File: config.mk
export PLATFORM = sky130hd
export DESIGN_NAME = euler_totient_unit
export DESIGN_NICKNAME = d
export VERILOG_FILES = /design/src/hw/rtl/etu_pkg.sv /design/src/hw/rtl/etu_divider.sv /design/src/hw/rtl/euler_totient_unit.sv
export SDC_FILE = /design/constraint.sdc
export NUM_CORES = 2
export LEC_CHECK = 0
export ABC_AREA = 1
export ABC_CLOCK_PERIOD_IN_PS = 16100
export BUFFER_PORTS_ARGS = -buffer_cell sky130_fd_sc_hd__buf_4
export CORE_MARGIN = 8
export CORE_UTILIZATION = 40
export CTS_CLUSTER_DIAMETER = 50
export DETAILED_ROUTE_END_ITERATION = 10
export SLEW_MARGIN = 20
export SYNTH_ARGS = -nofsm -noshare
export SYNTH_HDL_FRONTEND = slang
export SYNTH_HIERARCHICAL = 1
export SYNTH_SLANG_ARGS = --single-unit
File: constraint.sdc
create_clock -name clk -period 16.1 [get_ports clk]
set_clock_uncertainty 0.2 [all_clocks]
set_input_delay 2.415 -clock clk [delete_from_list [all_inputs] [get_ports clk]]
set_output_delay 2.415 -clock clk [all_outputs]
set_load 0.005 [all_outputs]
File: src/hw/rtl/etu_pkg.sv
// etu_pkg: shared types and constants of the Euler totient unit.
// Used by the sequencer top level, the divider and the checker.
package etu_pkg;

  localparam int WORD_BITS = 32;
  localparam int DIV_BITS  = WORD_BITS / 2 + 1;
  localparam int CNT_BITS  = $clog2(WORD_BITS);
  localparam int MAX_DIVS  = 9;
  localparam int EMIT_BITS = $clog2(MAX_DIVS + 1);

  typedef enum logic [2:0] {
    ST_IDLE,
    ST_SQCHK,
    ST_DIVC,
    ST_DIVT,
    ST_FIN,
    ST_FDIV,
    ST_LAST
  } etu_state_t;

  typedef struct packed {
    logic                 start;
    logic [WORD_BITS-1:0] dividend;
    logic [WORD_BITS-1:0] divisor;
  } div_req_t;

  typedef struct packed {
    logic                 done;
    logic [WORD_BITS-1:0] quotient;
    logic [WORD_BITS-1:0] remainder;
  } div_rsp_t;

endpackage

File: src/hw/rtl/etu_divider.sv
// etu_divider: restoring unsigned divider, one quotient bit per cycle.
// Depends on etu_pkg for widths and the request/response structs.
module etu_divider import etu_pkg::*; (
  input  logic     clk,
  input  logic     rst_n,
  input  div_req_t req,
  output div_rsp_t rsp
);

  logic [WORD_BITS-1:0] rem_r, rem_nxt;
  logic [WORD_BITS-1:0] quo_r, quo_nxt;
  logic [WORD_BITS-1:0] dvs_r, dvs_nxt;
  logic [CNT_BITS-1:0]  cnt_r, cnt_nxt;
  logic                 run_r, run_nxt;
  logic                 done_r, done_nxt;
  logic [WORD_BITS:0]   shifted;
  logic                 fits;

  assign shifted = {rem_r, quo_r[WORD_BITS-1]};
  assign fits    = shifted >= {1'b0, dvs_r};

  always_comb begin
    rem_nxt  = rem_r;
    quo_nxt  = quo_r;
    dvs_nxt  = dvs_r;
    cnt_nxt  = cnt_r;
    run_nxt  = run_r;
    done_nxt = 1'b0;
    if (req.start) begin
      rem_nxt = '0;
      quo_nxt = req.dividend;
      dvs_nxt = req.divisor;
      cnt_nxt = '0;
      run_nxt = 1'b1;
    end else if (run_r) begin
      if (fits) begin
        rem_nxt = WORD_BITS'(shifted - {1'b0, dvs_r});
      end else begin
        rem_nxt = shifted[WORD_BITS-1:0];
      end
      quo_nxt = {quo_r[WORD_BITS-2:0], fits};
      cnt_nxt = cnt_r + CNT_BITS'(1);
      if (cnt_r == CNT_BITS'(WORD_BITS - 1)) begin
        run_nxt  = 1'b0;
        done_nxt = 1'b1;
      end
    end
  end

  always_ff @(posedge clk) begin
    if (!rst_n) begin
      run_r  <= 1'b0;
      done_r <= 1'b0;
      cnt_r  <= '0;
    end else begin
      run_r  <= run_nxt;
      done_r <= done_nxt;
      cnt_r  <= cnt_nxt;
    end
    rem_r <= rem_nxt;
    quo_r <= quo_nxt;
    dvs_r <= dvs_nxt;
  end

  assign rsp.done      = done_r;
  assign rsp.quotient  = quo_r;
  assign rsp.remainder = rem_r;

endmodule

File: src/hw/rtl/euler_totient_unit.sv
// euler_totient_unit: Euler's totient by trial division under a small sequencer.
// Depends on etu_pkg and etu_divider (shared divider); one shared multiplier.
//
//   channel  handshake            payload
//   request  start & !busy        in_n_value
//   result   out_valid (1 cycle)  out_prime_divisor, out_totient, out_last
//
// Each trial candidate costs one square check and one divide.
// A found divisor adds one divide per division of the cofactor and one for phi.
// A 32-bit prime tests about 32768 candidates; 0, 1 and 2 go straight to the final result.
// Reset is synchronous, active low, and returns the sequencer to idle.
// busy stays high until the final result is issued; results cannot be stalled.
module euler_totient_unit import etu_pkg::*; (
  input  logic                 clk,
  input  logic                 rst_n,
  input  logic                 start,
  output logic                 busy,
  input  logic [WORD_BITS-1:0] in_n_value,
  output logic                 out_valid,
  output logic [WORD_BITS-1:0] out_prime_divisor,
  output logic [WORD_BITS-1:0] out_totient,
  output logic                 out_last
);

  etu_state_t state_r, state_nxt;

  logic [WORD_BITS-1:0] c_r, c_nxt;
  logic [WORD_BITS-1:0] t_r, t_nxt;
  logic [DIV_BITS-1:0]  d_r, d_nxt;
  logic                 hit_r, hit_nxt;
  logic                 found_r, found_nxt;
  logic [EMIT_BITS-1:0] cnt_r, cnt_nxt;
  logic                 ov_r, ov_nxt;
  logic [WORD_BITS-1:0] opd_r, opd_nxt;
  logic [WORD_BITS-1:0] otot_r, otot_nxt;
  logic                 olast_r, olast_nxt;

  div_req_t div_req;
  div_rsp_t div_rsp;

  logic [WORD_BITS-1:0]   mul_a, mul_b;
  logic [2*WORD_BITS-1:0] mul_p;
  logic [WORD_BITS-1:0]   d_ext;
  logic                   sq_le, rem_zero, emit_ok, small_n;

  etu_divider u_div (
    .clk   (clk),
    .rst_n (rst_n),
    .req   (div_req),
    .rsp   (div_rsp)
  );

  assign d_ext    = WORD_BITS'(d_r);
  assign mul_p    = {{WORD_BITS{1'b0}}, mul_a} * {{WORD_BITS{1'b0}}, mul_b};
  assign sq_le    = mul_p <= {{WORD_BITS{1'b0}}, c_r};
  assign rem_zero = div_rsp.remainder == '0;
  assign emit_ok  = cnt_r < EMIT_BITS'(MAX_DIVS);
  assign small_n  = in_n_value <= WORD_BITS'(2);

  // shared multiplier operand select
  always_comb begin
    case (state_r)
      ST_SQCHK: begin
        mul_a = d_ext;
        mul_b = d_ext;
      end
      ST_DIVT: begin
        mul_a = div_rsp.quotient;
        mul_b = d_ext - WORD_BITS'(1);
      end
      default: begin
        mul_a = div_rsp.quotient;
        mul_b = c_r - WORD_BITS'(1);
      end
    endcase
  end

  // next state
  always_comb begin
    state_nxt = state_r;
    case (state_r)
      ST_IDLE: begin
        if (start) state_nxt = small_n ? ST_LAST : ST_SQCHK;
      end
      ST_SQCHK: state_nxt = sq_le ? ST_DIVC : ST_FIN;
      ST_DIVC: begin
        if (div_rsp.done) begin
          if (!rem_zero) state_nxt = ST_SQCHK;
          else if (!hit_r) state_nxt = ST_DIVT;
        end
      end
      ST_DIVT: begin
        if (div_rsp.done) state_nxt = ST_DIVC;
      end
      ST_FIN: begin
        if (found_r && c_r > WORD_BITS'(1)) state_nxt = ST_FDIV;
        else state_nxt = ST_LAST;
      end
      ST_FDIV: begin
        if (div_rsp.done) state_nxt = ST_LAST;
      end
      ST_LAST: state_nxt = ST_IDLE;
      default: state_nxt = ST_IDLE;
    endcase
  end

  // datapath and outputs
  always_comb begin
    c_nxt            = c_r;
    t_nxt            = t_r;
    d_nxt            = d_r;
    hit_nxt          = hit_r;
    found_nxt        = found_r;
    cnt_nxt          = cnt_r;
    ov_nxt           = 1'b0;
    opd_nxt          = opd_r;
    otot_nxt         = otot_r;
    olast_nxt        = olast_r;
    div_req.start    = 1'b0;
    div_req.dividend = c_r;
    div_req.divisor  = d_ext;
    case (state_r)
      ST_IDLE: begin
        if (start) begin
          c_nxt     = in_n_value;
          d_nxt     = DIV_BITS'(2);
          found_nxt = 1'b0;
          cnt_nxt   = '0;
          if (in_n_value == '0) t_nxt = '0;
          else if (small_n) t_nxt = WORD_BITS'(1);
          else t_nxt = in_n_value;
        end
      end
      ST_SQCHK: begin
        hit_nxt = 1'b0;
        if (sq_le) div_req.start = 1'b1;
      end
      ST_DIVC: begin
        if (div_rsp.done) begin
          if (rem_zero) begin
            c_nxt         = div_rsp.quotient;
            div_req.start = 1'b1;
            if (!hit_r) begin
              hit_nxt          = 1'b1;
              found_nxt        = 1'b1;
              div_req.dividend = t_r;
              if (emit_ok) begin
                ov_nxt    = 1'b1;
                opd_nxt   = d_ext;
                otot_nxt  = '0;
                olast_nxt = 1'b0;
                cnt_nxt   = cnt_r + EMIT_BITS'(1);
              end
            end else begin
              div_req.dividend = div_rsp.quotient;
            end
          end else begin
            d_nxt = (d_r == DIV_BITS'(2)) ? DIV_BITS'(3) : d_r + DIV_BITS'(2);
          end
        end
      end
      ST_DIVT: begin
        if (div_rsp.done) begin
          t_nxt         = mul_p[WORD_BITS-1:0];
          div_req.start = 1'b1;
        end
      end
      ST_FIN: begin
        if (!found_r) begin
          t_nxt = c_r - WORD_BITS'(1);
        end else if (c_r > WORD_BITS'(1)) begin
          div_req.start    = 1'b1;
          div_req.dividend = t_r;
          div_req.divisor  = c_r;
          if (emit_ok) begin
            ov_nxt    = 1'b1;
            opd_nxt   = c_r;
            otot_nxt  = '0;
            olast_nxt = 1'b0;
            cnt_nxt   = cnt_r + EMIT_BITS'(1);
          end
        end
      end
      ST_FDIV: begin
        if (div_rsp.done) t_nxt = mul_p[WORD_BITS-1:0];
      end
      ST_LAST: begin
        ov_nxt    = 1'b1;
        opd_nxt   = '0;
        otot_nxt  = t_r;
        olast_nxt = 1'b1;
      end
      default: begin
        ov_nxt = 1'b0;
      end
    endcase
  end

  always_ff @(posedge clk) begin
    if (!rst_n) begin
      state_r <= ST_IDLE;
      ov_r    <= 1'b0;
      hit_r   <= 1'b0;
      found_r <= 1'b0;
      cnt_r   <= '0;
      c_r     <= '0;
      t_r     <= '0;
      d_r     <= DIV_BITS'(2);
    end else begin
      state_r <= state_nxt;
      ov_r    <= ov_nxt;
      hit_r   <= hit_nxt;
      found_r <= found_nxt;
      cnt_r   <= cnt_nxt;
      c_r     <= c_nxt;
      t_r     <= t_nxt;
      d_r     <= d_nxt;
    end
    opd_r   <= opd_nxt;
    otot_r  <= otot_nxt;
    olast_r <= olast_nxt;
  end

  assign busy              = state_r != ST_IDLE;
  assign out_valid         = ov_r;
  assign out_prime_divisor = opd_r;
  assign out_totient       = otot_r;
  assign out_last          = olast_r;

endmodule

# Word level (Yosys, flattened, before mapping)
# Index checks and enable logic that the tools add are counted.
[op_classes] muxes=89 n_eq_ne=23 n_lt_le_gt_ge=5 n_reduce_logical=25 n_mul=1 bitwise_logic=2 add_sub_neg=6
[ops] operator="$mux W32" count=26
[ops] operator="$pmux W32 S3" count=3
[ops] operator="$pmux W32 S2" count=3
[ops] operator="$mux W65" count=2
[ops] operator="$mux W17" count=5
[ops] operator="$mux W33" count=2
[ops] operator="$le A64 B32 Y1" count=1
[ops] operator="$logic_not A32 Y1" count=2
[ops] operator="$mul A32 B32 Y64" count=1
[ops] operator="$pmux W17 S2" count=1
[ops] operator="$ge A33 B32 Y1" count=1
[ops] operator="$gt A32 B1 Y1 const B" count=1
[ops] operator="$le A32 B2 Y1 const B" count=1
[ops] operator="$sub A32 B1 Y32 const B" count=1
[ops] operator="$sub A32 B32 Y32" count=1
[ops] operator="$mux W4" count=7
[ops] operator="$mux W1" count=24
[ops] operator="$mux W3" count=8
[ops] operator="$ne A2 B2 Y1 const B" count=9
[ops] operator="$pmux W3 S6" count=1
[ops] operator="$sub A17 B1 Y18 const B" count=1
[ops] operator="$add A17 B2 Y17 const B" count=1
[ops] operator="$eq A17 B2 Y1 const B" count=1
[ops] operator="$pmux W4 S3" count=1
[ops] operator="other kinds (28)" count=47
[totals] reg_bits=259 wordCells=169

# Longest topological paths before layout
[depth] ltp_word=8 mapped_depth=71

# By module
# The synthesis kept the hierarchy.
[modules_own_cells] module="euler_totient_unit" seq_area_each_um2=3773.6 cells_per_inst=6034 area_each_um2=45031.9 instances=1
[modules_own_cells] module="etu_divider" seq_area_each_um2=2702.6 cells_per_inst=991 area_each_um2=6870.3 instances=1

# Least setup slack after synthesis
# No wires, ideal clock.
[synth_path] path_kind="register to register" startpoint="register d_r[1]" endpoint="register u_div.quo_r[0], enable pin" path_stages_with_launch=61 setup_ns=0.410 n_path_buf=4 t_arrival_ns=11.589 synth_period_minus_slack_ns=12.198 path_slack_ns=3.902 path_cell_list="dfxtp_1 > inv_1 > ha_1 > inv_1 > nor2_2 > nand3_2 > nor2_4 > inv_2 > nor3_4 > nand2_2 > nor3_2 > inv_2 > nor2_2 > nand2_1 > nor2_2 > inv_2 > o21ai_4 > buf_6 > [... 25 more ...] > nand2_1 > nor2_1 > nand2_1 > nor3b_1 > nand4_1 > nand2_1 > nand2_1 > nor2_1 > nand2_1 > nor2_1 > nand2_1 > nor2_1 > nand3_1 > o211ai_1 > clkbuf_1 > nor2_1 > inv_1 > clkbuf_1"
[synth_lines] element="start: declaration" line_no="euler_totient_unit.sv:29" source="logic [DIV_BITS-1:0] d_r, d_nxt;"
[synth_lines] element="start signal: assignment" line_no="euler_totient_unit.sv:217" source="d_r <= d_nxt;"
[synth_lines] element="end signal: assignment" line_no="etu_divider.sv:61" source="quo_r <= quo_nxt;"
[synth_lines] element="end: declaration" line_no="etu_divider.sv:11" source="logic [WORD_BITS-1:0] quo_r, quo_nxt;"

==> summary.log <==
INFO  placed_design  placement.io_buffers=101
INFO  yosys          synth_flop_cell=sky130_fd_sc_hd__dfxtp_1
INFO  drt            first_pass_iters=6
INFO  yosys          mappedNetlistNets=8,294
INFO  clocking       post_cts_hold_buffer_count=0
INFO  die            ioPinCount=102
INFO  setup_path     cpMostUsedCell=sky130_fd_sc_hd__nand2_1
INFO  drt            post-route-drc-count=0
INFO  clocking       cts_tree=yes
INFO  run_status     outcome=finished clean
INFO  global_routing via_count_of_the_first_global_routing_pass=46,500
INFO  finish         antenna-diode-count=0
INFO  sta            final.period_utilization=0.946
INFO  yosys          number_of_synthesized_flops_with_an_enable_pin=129
INFO  setup_path     critical_path.slowest_cell=sky130_fd_sc_hd__clkinvlp_4
INFO  setup_path     crit_fanout=38
INFO  yosys          number_of_different_library_cells_in_the_post_synthesis_netlist=64
INFO  die            number_of_placement_rows=132
INFO  die            core_region_area=129,000um2
INFO  die            die_width=376um
INFO  finish         most_frequent_standard_cell_in_the_layout_excluding_fill_and_tap_cells=sky130_fd_sc_hd__nand2_1
INFO  setup_path     max_stage_delay=0.94ns
INFO  yosys          asyncSetResetFlopFracSynth=0
INFO  global_routing grt_usage=0.277
INFO  drt            via_count=46,000
INFO  yosys          syn-cell-area=51,900um2
INFO  sta            setup-tns-final=0ns
INFO  finish         drive_gt1_frac=0.0554
INFO  drt            postRouteWirelength=198mm
INFO  sta            highest_achievable_clock_rate=65.6MHz
INFO  drt            post_detailed_route_wirelength_per_cell=22.6um
INFO  sta            finalWorstPathRequiredPeriod=15.23ns
INFO  yosys          post_synth.cell_area_avg=7.39um2
INFO  die            die-height=376um
INFO  die            dieArea=142,000um2
INFO  global_routing overflow=0
INFO  setup_path     cp_data_arrival_time=15.29ns
INFO  global_routing maximum_number_of_pins_on_one_net_before_global_route_repair=65
INFO  yosys          post_synth_inst_count=7,025
INFO  yosys          postSynthRegisterBits=259
INFO  global_routing antenna_found_initial=0
INFO  placed_design  hpwl=160mm
INFO  clocking       cts_num_sinks=259
INFO  placed_design  place.gp.congestion=1.01
INFO  setup_path     end_kind=flip-flop
INFO  clocking       h-tree-depth=2
INFO  drt            drt_iter0_drc=4,106
INFO  clocking       cts_inserted_buffers=36
INFO  finish         final_nets=8,269
INFO  sta            rsz0062_at_grt=false
INFO  flow_run       drv.max_cap_violation_count=0
INFO  sta            timing.final.hold_violations=0
INFO  setup_path     cp_data_required_time=16.16ns
INFO  drt            postRouteAntennaNets=0
INFO  die            floorplan.initialDensity=0.402
INFO  setup_path     critical_path_class=flip-flop to flip-flop
INFO  drt            post_drt_via_cell_ratio=5.25
INFO  clocking       clock_tree.buffer_depth=3
INFO  sta            setup_viol=0
INFO  sta            slew_viol_final=0
INFO  finish         mostFrequentLayoutCells=sky130_fd_sc_hd__nand2_1, sky130_fd_sc_hd__inv_1, sky130_fd_sc_hd__fa_1, sky130_fd_sc_hd__nor2_1, sky130_fd_sc_hd__ha_1
INFO  yosys          synth.yosys.seq_area_share=0.125
INFO  global_routing grt_pass1_wl=297mm
INFO  clocking       clkSlewWorstSetupHoldPaths=0.06ns
INFO  clocking       root_buffer=sky130_fd_sc_hd__clkbuf_16
INFO  yosys          yosysWarningCount=6
INFO  finish         syn_to_final_growth=7.48%
INFO  sta            worst_slew_pin_slew=1.24ns
INFO  setup_path     worst_setup_path_start_kind=flip-flop
INFO  clocking       clkLatencyLatePin=0.55ns
INFO  hold_path      worst_hold_path_type=flip-flop to flip-flop
INFO  sta            relSlewSlack=0.168
[synth_stat cells, types with 7 or more instances]
| library cell | instances | area (um2) |
|---|---|---|
| sky130_fd_sc_hd__a221oi_1 | 12 | 105 |
| sky130_fd_sc_hd__buf_4 | 12 | 90.1 |
| sky130_fd_sc_hd__nor3_1 | 35 | 175 |
| sky130_fd_sc_hd__o21ai_1 | 14 | 70.1 |
| sky130_fd_sc_hd__edfxtp_1 | 129 | 3870 |
| sky130_fd_sc_hd__a21oi_1 | 127 | 636 |
| sky130_fd_sc_hd__nor4_1 | 27 | 169 |
| sky130_fd_sc_hd__nand3b_1 | 32 | 240 |
| sky130_fd_sc_hd__ha_1 | 337 | 4220 |
| sky130_fd_sc_hd__o22ai_1 | 19 | 119 |
| sky130_fd_sc_hd__nand2_2 | 20 | 125 |
| sky130_fd_sc_hd__inv_2 | 35 | 131 |
| sky130_fd_sc_hd__o211ai_1 | 18 | 135 |
| sky130_fd_sc_hd__nand3_1 | 175 | 876 |
| sky130_fd_sc_hd__nand4_1 | 36 | 225 |
| sky130_fd_sc_hd__buf_2 | 39 | 195 |
| sky130_fd_sc_hd__xor2_1 | 60 | 526 |
| sky130_fd_sc_hd__fa_1 | 897 | 18000 |
| sky130_fd_sc_hd__clkinv_1 | 28 | 105 |
| sky130_fd_sc_hd__dfxtp_1 | 130 | 2600 |
| sky130_fd_sc_hd__o21bai_1 | 7 | 52.6 |
| sky130_fd_sc_hd__a31oi_1 | 43 | 269 |
| sky130_fd_sc_hd__nor2_1 | 755 | 2830 |
| sky130_fd_sc_hd__nand2_1 | 1904 | 7150 |
| sky130_fd_sc_hd__clkbuf_1 | 172 | 646 |
| sky130_fd_sc_hd__a211oi_1 | 10 | 75.1 |
| sky130_fd_sc_hd__o221ai_1 | 36 | 315 |
| sky130_fd_sc_hd__nor2_2 | 24 | 150 |
| sky130_fd_sc_hd__o21ai_0 | 127 | 636 |
| sky130_fd_sc_hd__xnor2_1 | 20 | 175 |
| sky130_fd_sc_hd__buf_6 | 11 | 124 |
| sky130_fd_sc_hd__or2_2 | 8 | 50.1 |
| sky130_fd_sc_hd__inv_1 | 1646 | 6180 |
| sky130_fd_sc_hd__buf_1 | 19 | 71.3 |
[critical path: cells and delay by family, from the launching register on]
kind                       cells  cell delay (ns)
AOI/OAI and AO/OA              2             0.21
DFF                            1             0.41
buffers and inverters         14             4.74
adders and majority gates     10             4.55
and+or+nand+nor               24             4.64
xor gates and xnor gates       1             0.13
[cells by family (layout without fill, tap and decap cells)]
group,count (synthesis),count (layout),share of synthesized area
XOR/XNOR,80,80,0.0135
AND/OR/NAND/NOR,3048,3048,0.238
adder cells (fa/ha/maj),1234,1234,0.427
flip-flops,259,259,0.125
buffers and inverters,1965,1968,0.146
AO/OA/AOI/OAI,439,439,0.0510
[per-layer routing]
| layer | vias up | wire length (um) | global-route usage |
|---|---|---|---|
| li1 | 20700 | - | - |
| met1 | 22600 | 77700 | 0.355 |
| met2 | 2172 | 90500 | 0.450 |
| met3 | 508 | 16200 | 0.0403 |
| met4 | 0 | 14000 | 0.155 |
| met5 | - | 0 | 0 |
[through the flow]
stage          setup WS, ns  utilization  cells  instance area, um2  hold WS (ns)
6_report              0.867        0.432   8770               55800         0.277
5_1_grt              0.0270        0.432   8770               55800         0.303
4_1_cts               0.785        0.432   8766               55700         0.277
3_5_place_dp          0.874        0.422   8700               54400         0.267
3_3_place_gp           1.15        0.421   8700               54400         0.254
2_1_floorplan          3.90            -   7025               51900         0.236
[what timing repair did]
item / in CTS / in global routing
endpoints found under the setup margin: 0 / 65
setup buffers: 0 / 4
gates resized for setup: 0 / 2
[path summary, 6_finish.rpt]
path,slack [ns],to,startpoint,cells past startpoint
worst max-delay path,0.87,u_div/quo_r[0],state_r[0],51
worst min register to register,0.28,u_div/cnt_r[4],u_div/cnt_r[4],2
worst min-delay path,0.28,u_div/cnt_r[4],u_div/cnt_r[4],2
worst max register to register,0.87,u_div/quo_r[0],state_r[0],51
[final cells by class]
class	count	area (um2)
flip-flops and latches	259	6480
clock inverters	21	295
inverters	1711	6430
clock buffers	45	1010
repair buffers	191	1430
well taps	1742	2180
multi-input cells	4801	38000
fillers	13400	73400
[flip-flops by register name, summed over array words and instances, names as in the netlist, 3 cells and up]
name	flops
u_div/rem_r	32
u_div/dvs_r	32
out_prime_divisor	32
d_r	17
cnt_r	4
u_div/cnt_r	5
c_r	32
t_r	32
out_totient	32
state_r	3
u_div/quo_r	32
Power is left out: the tool's default activity adds up to more than one toggle a clock period on the data nets, which glitch-free logic cannot reach.
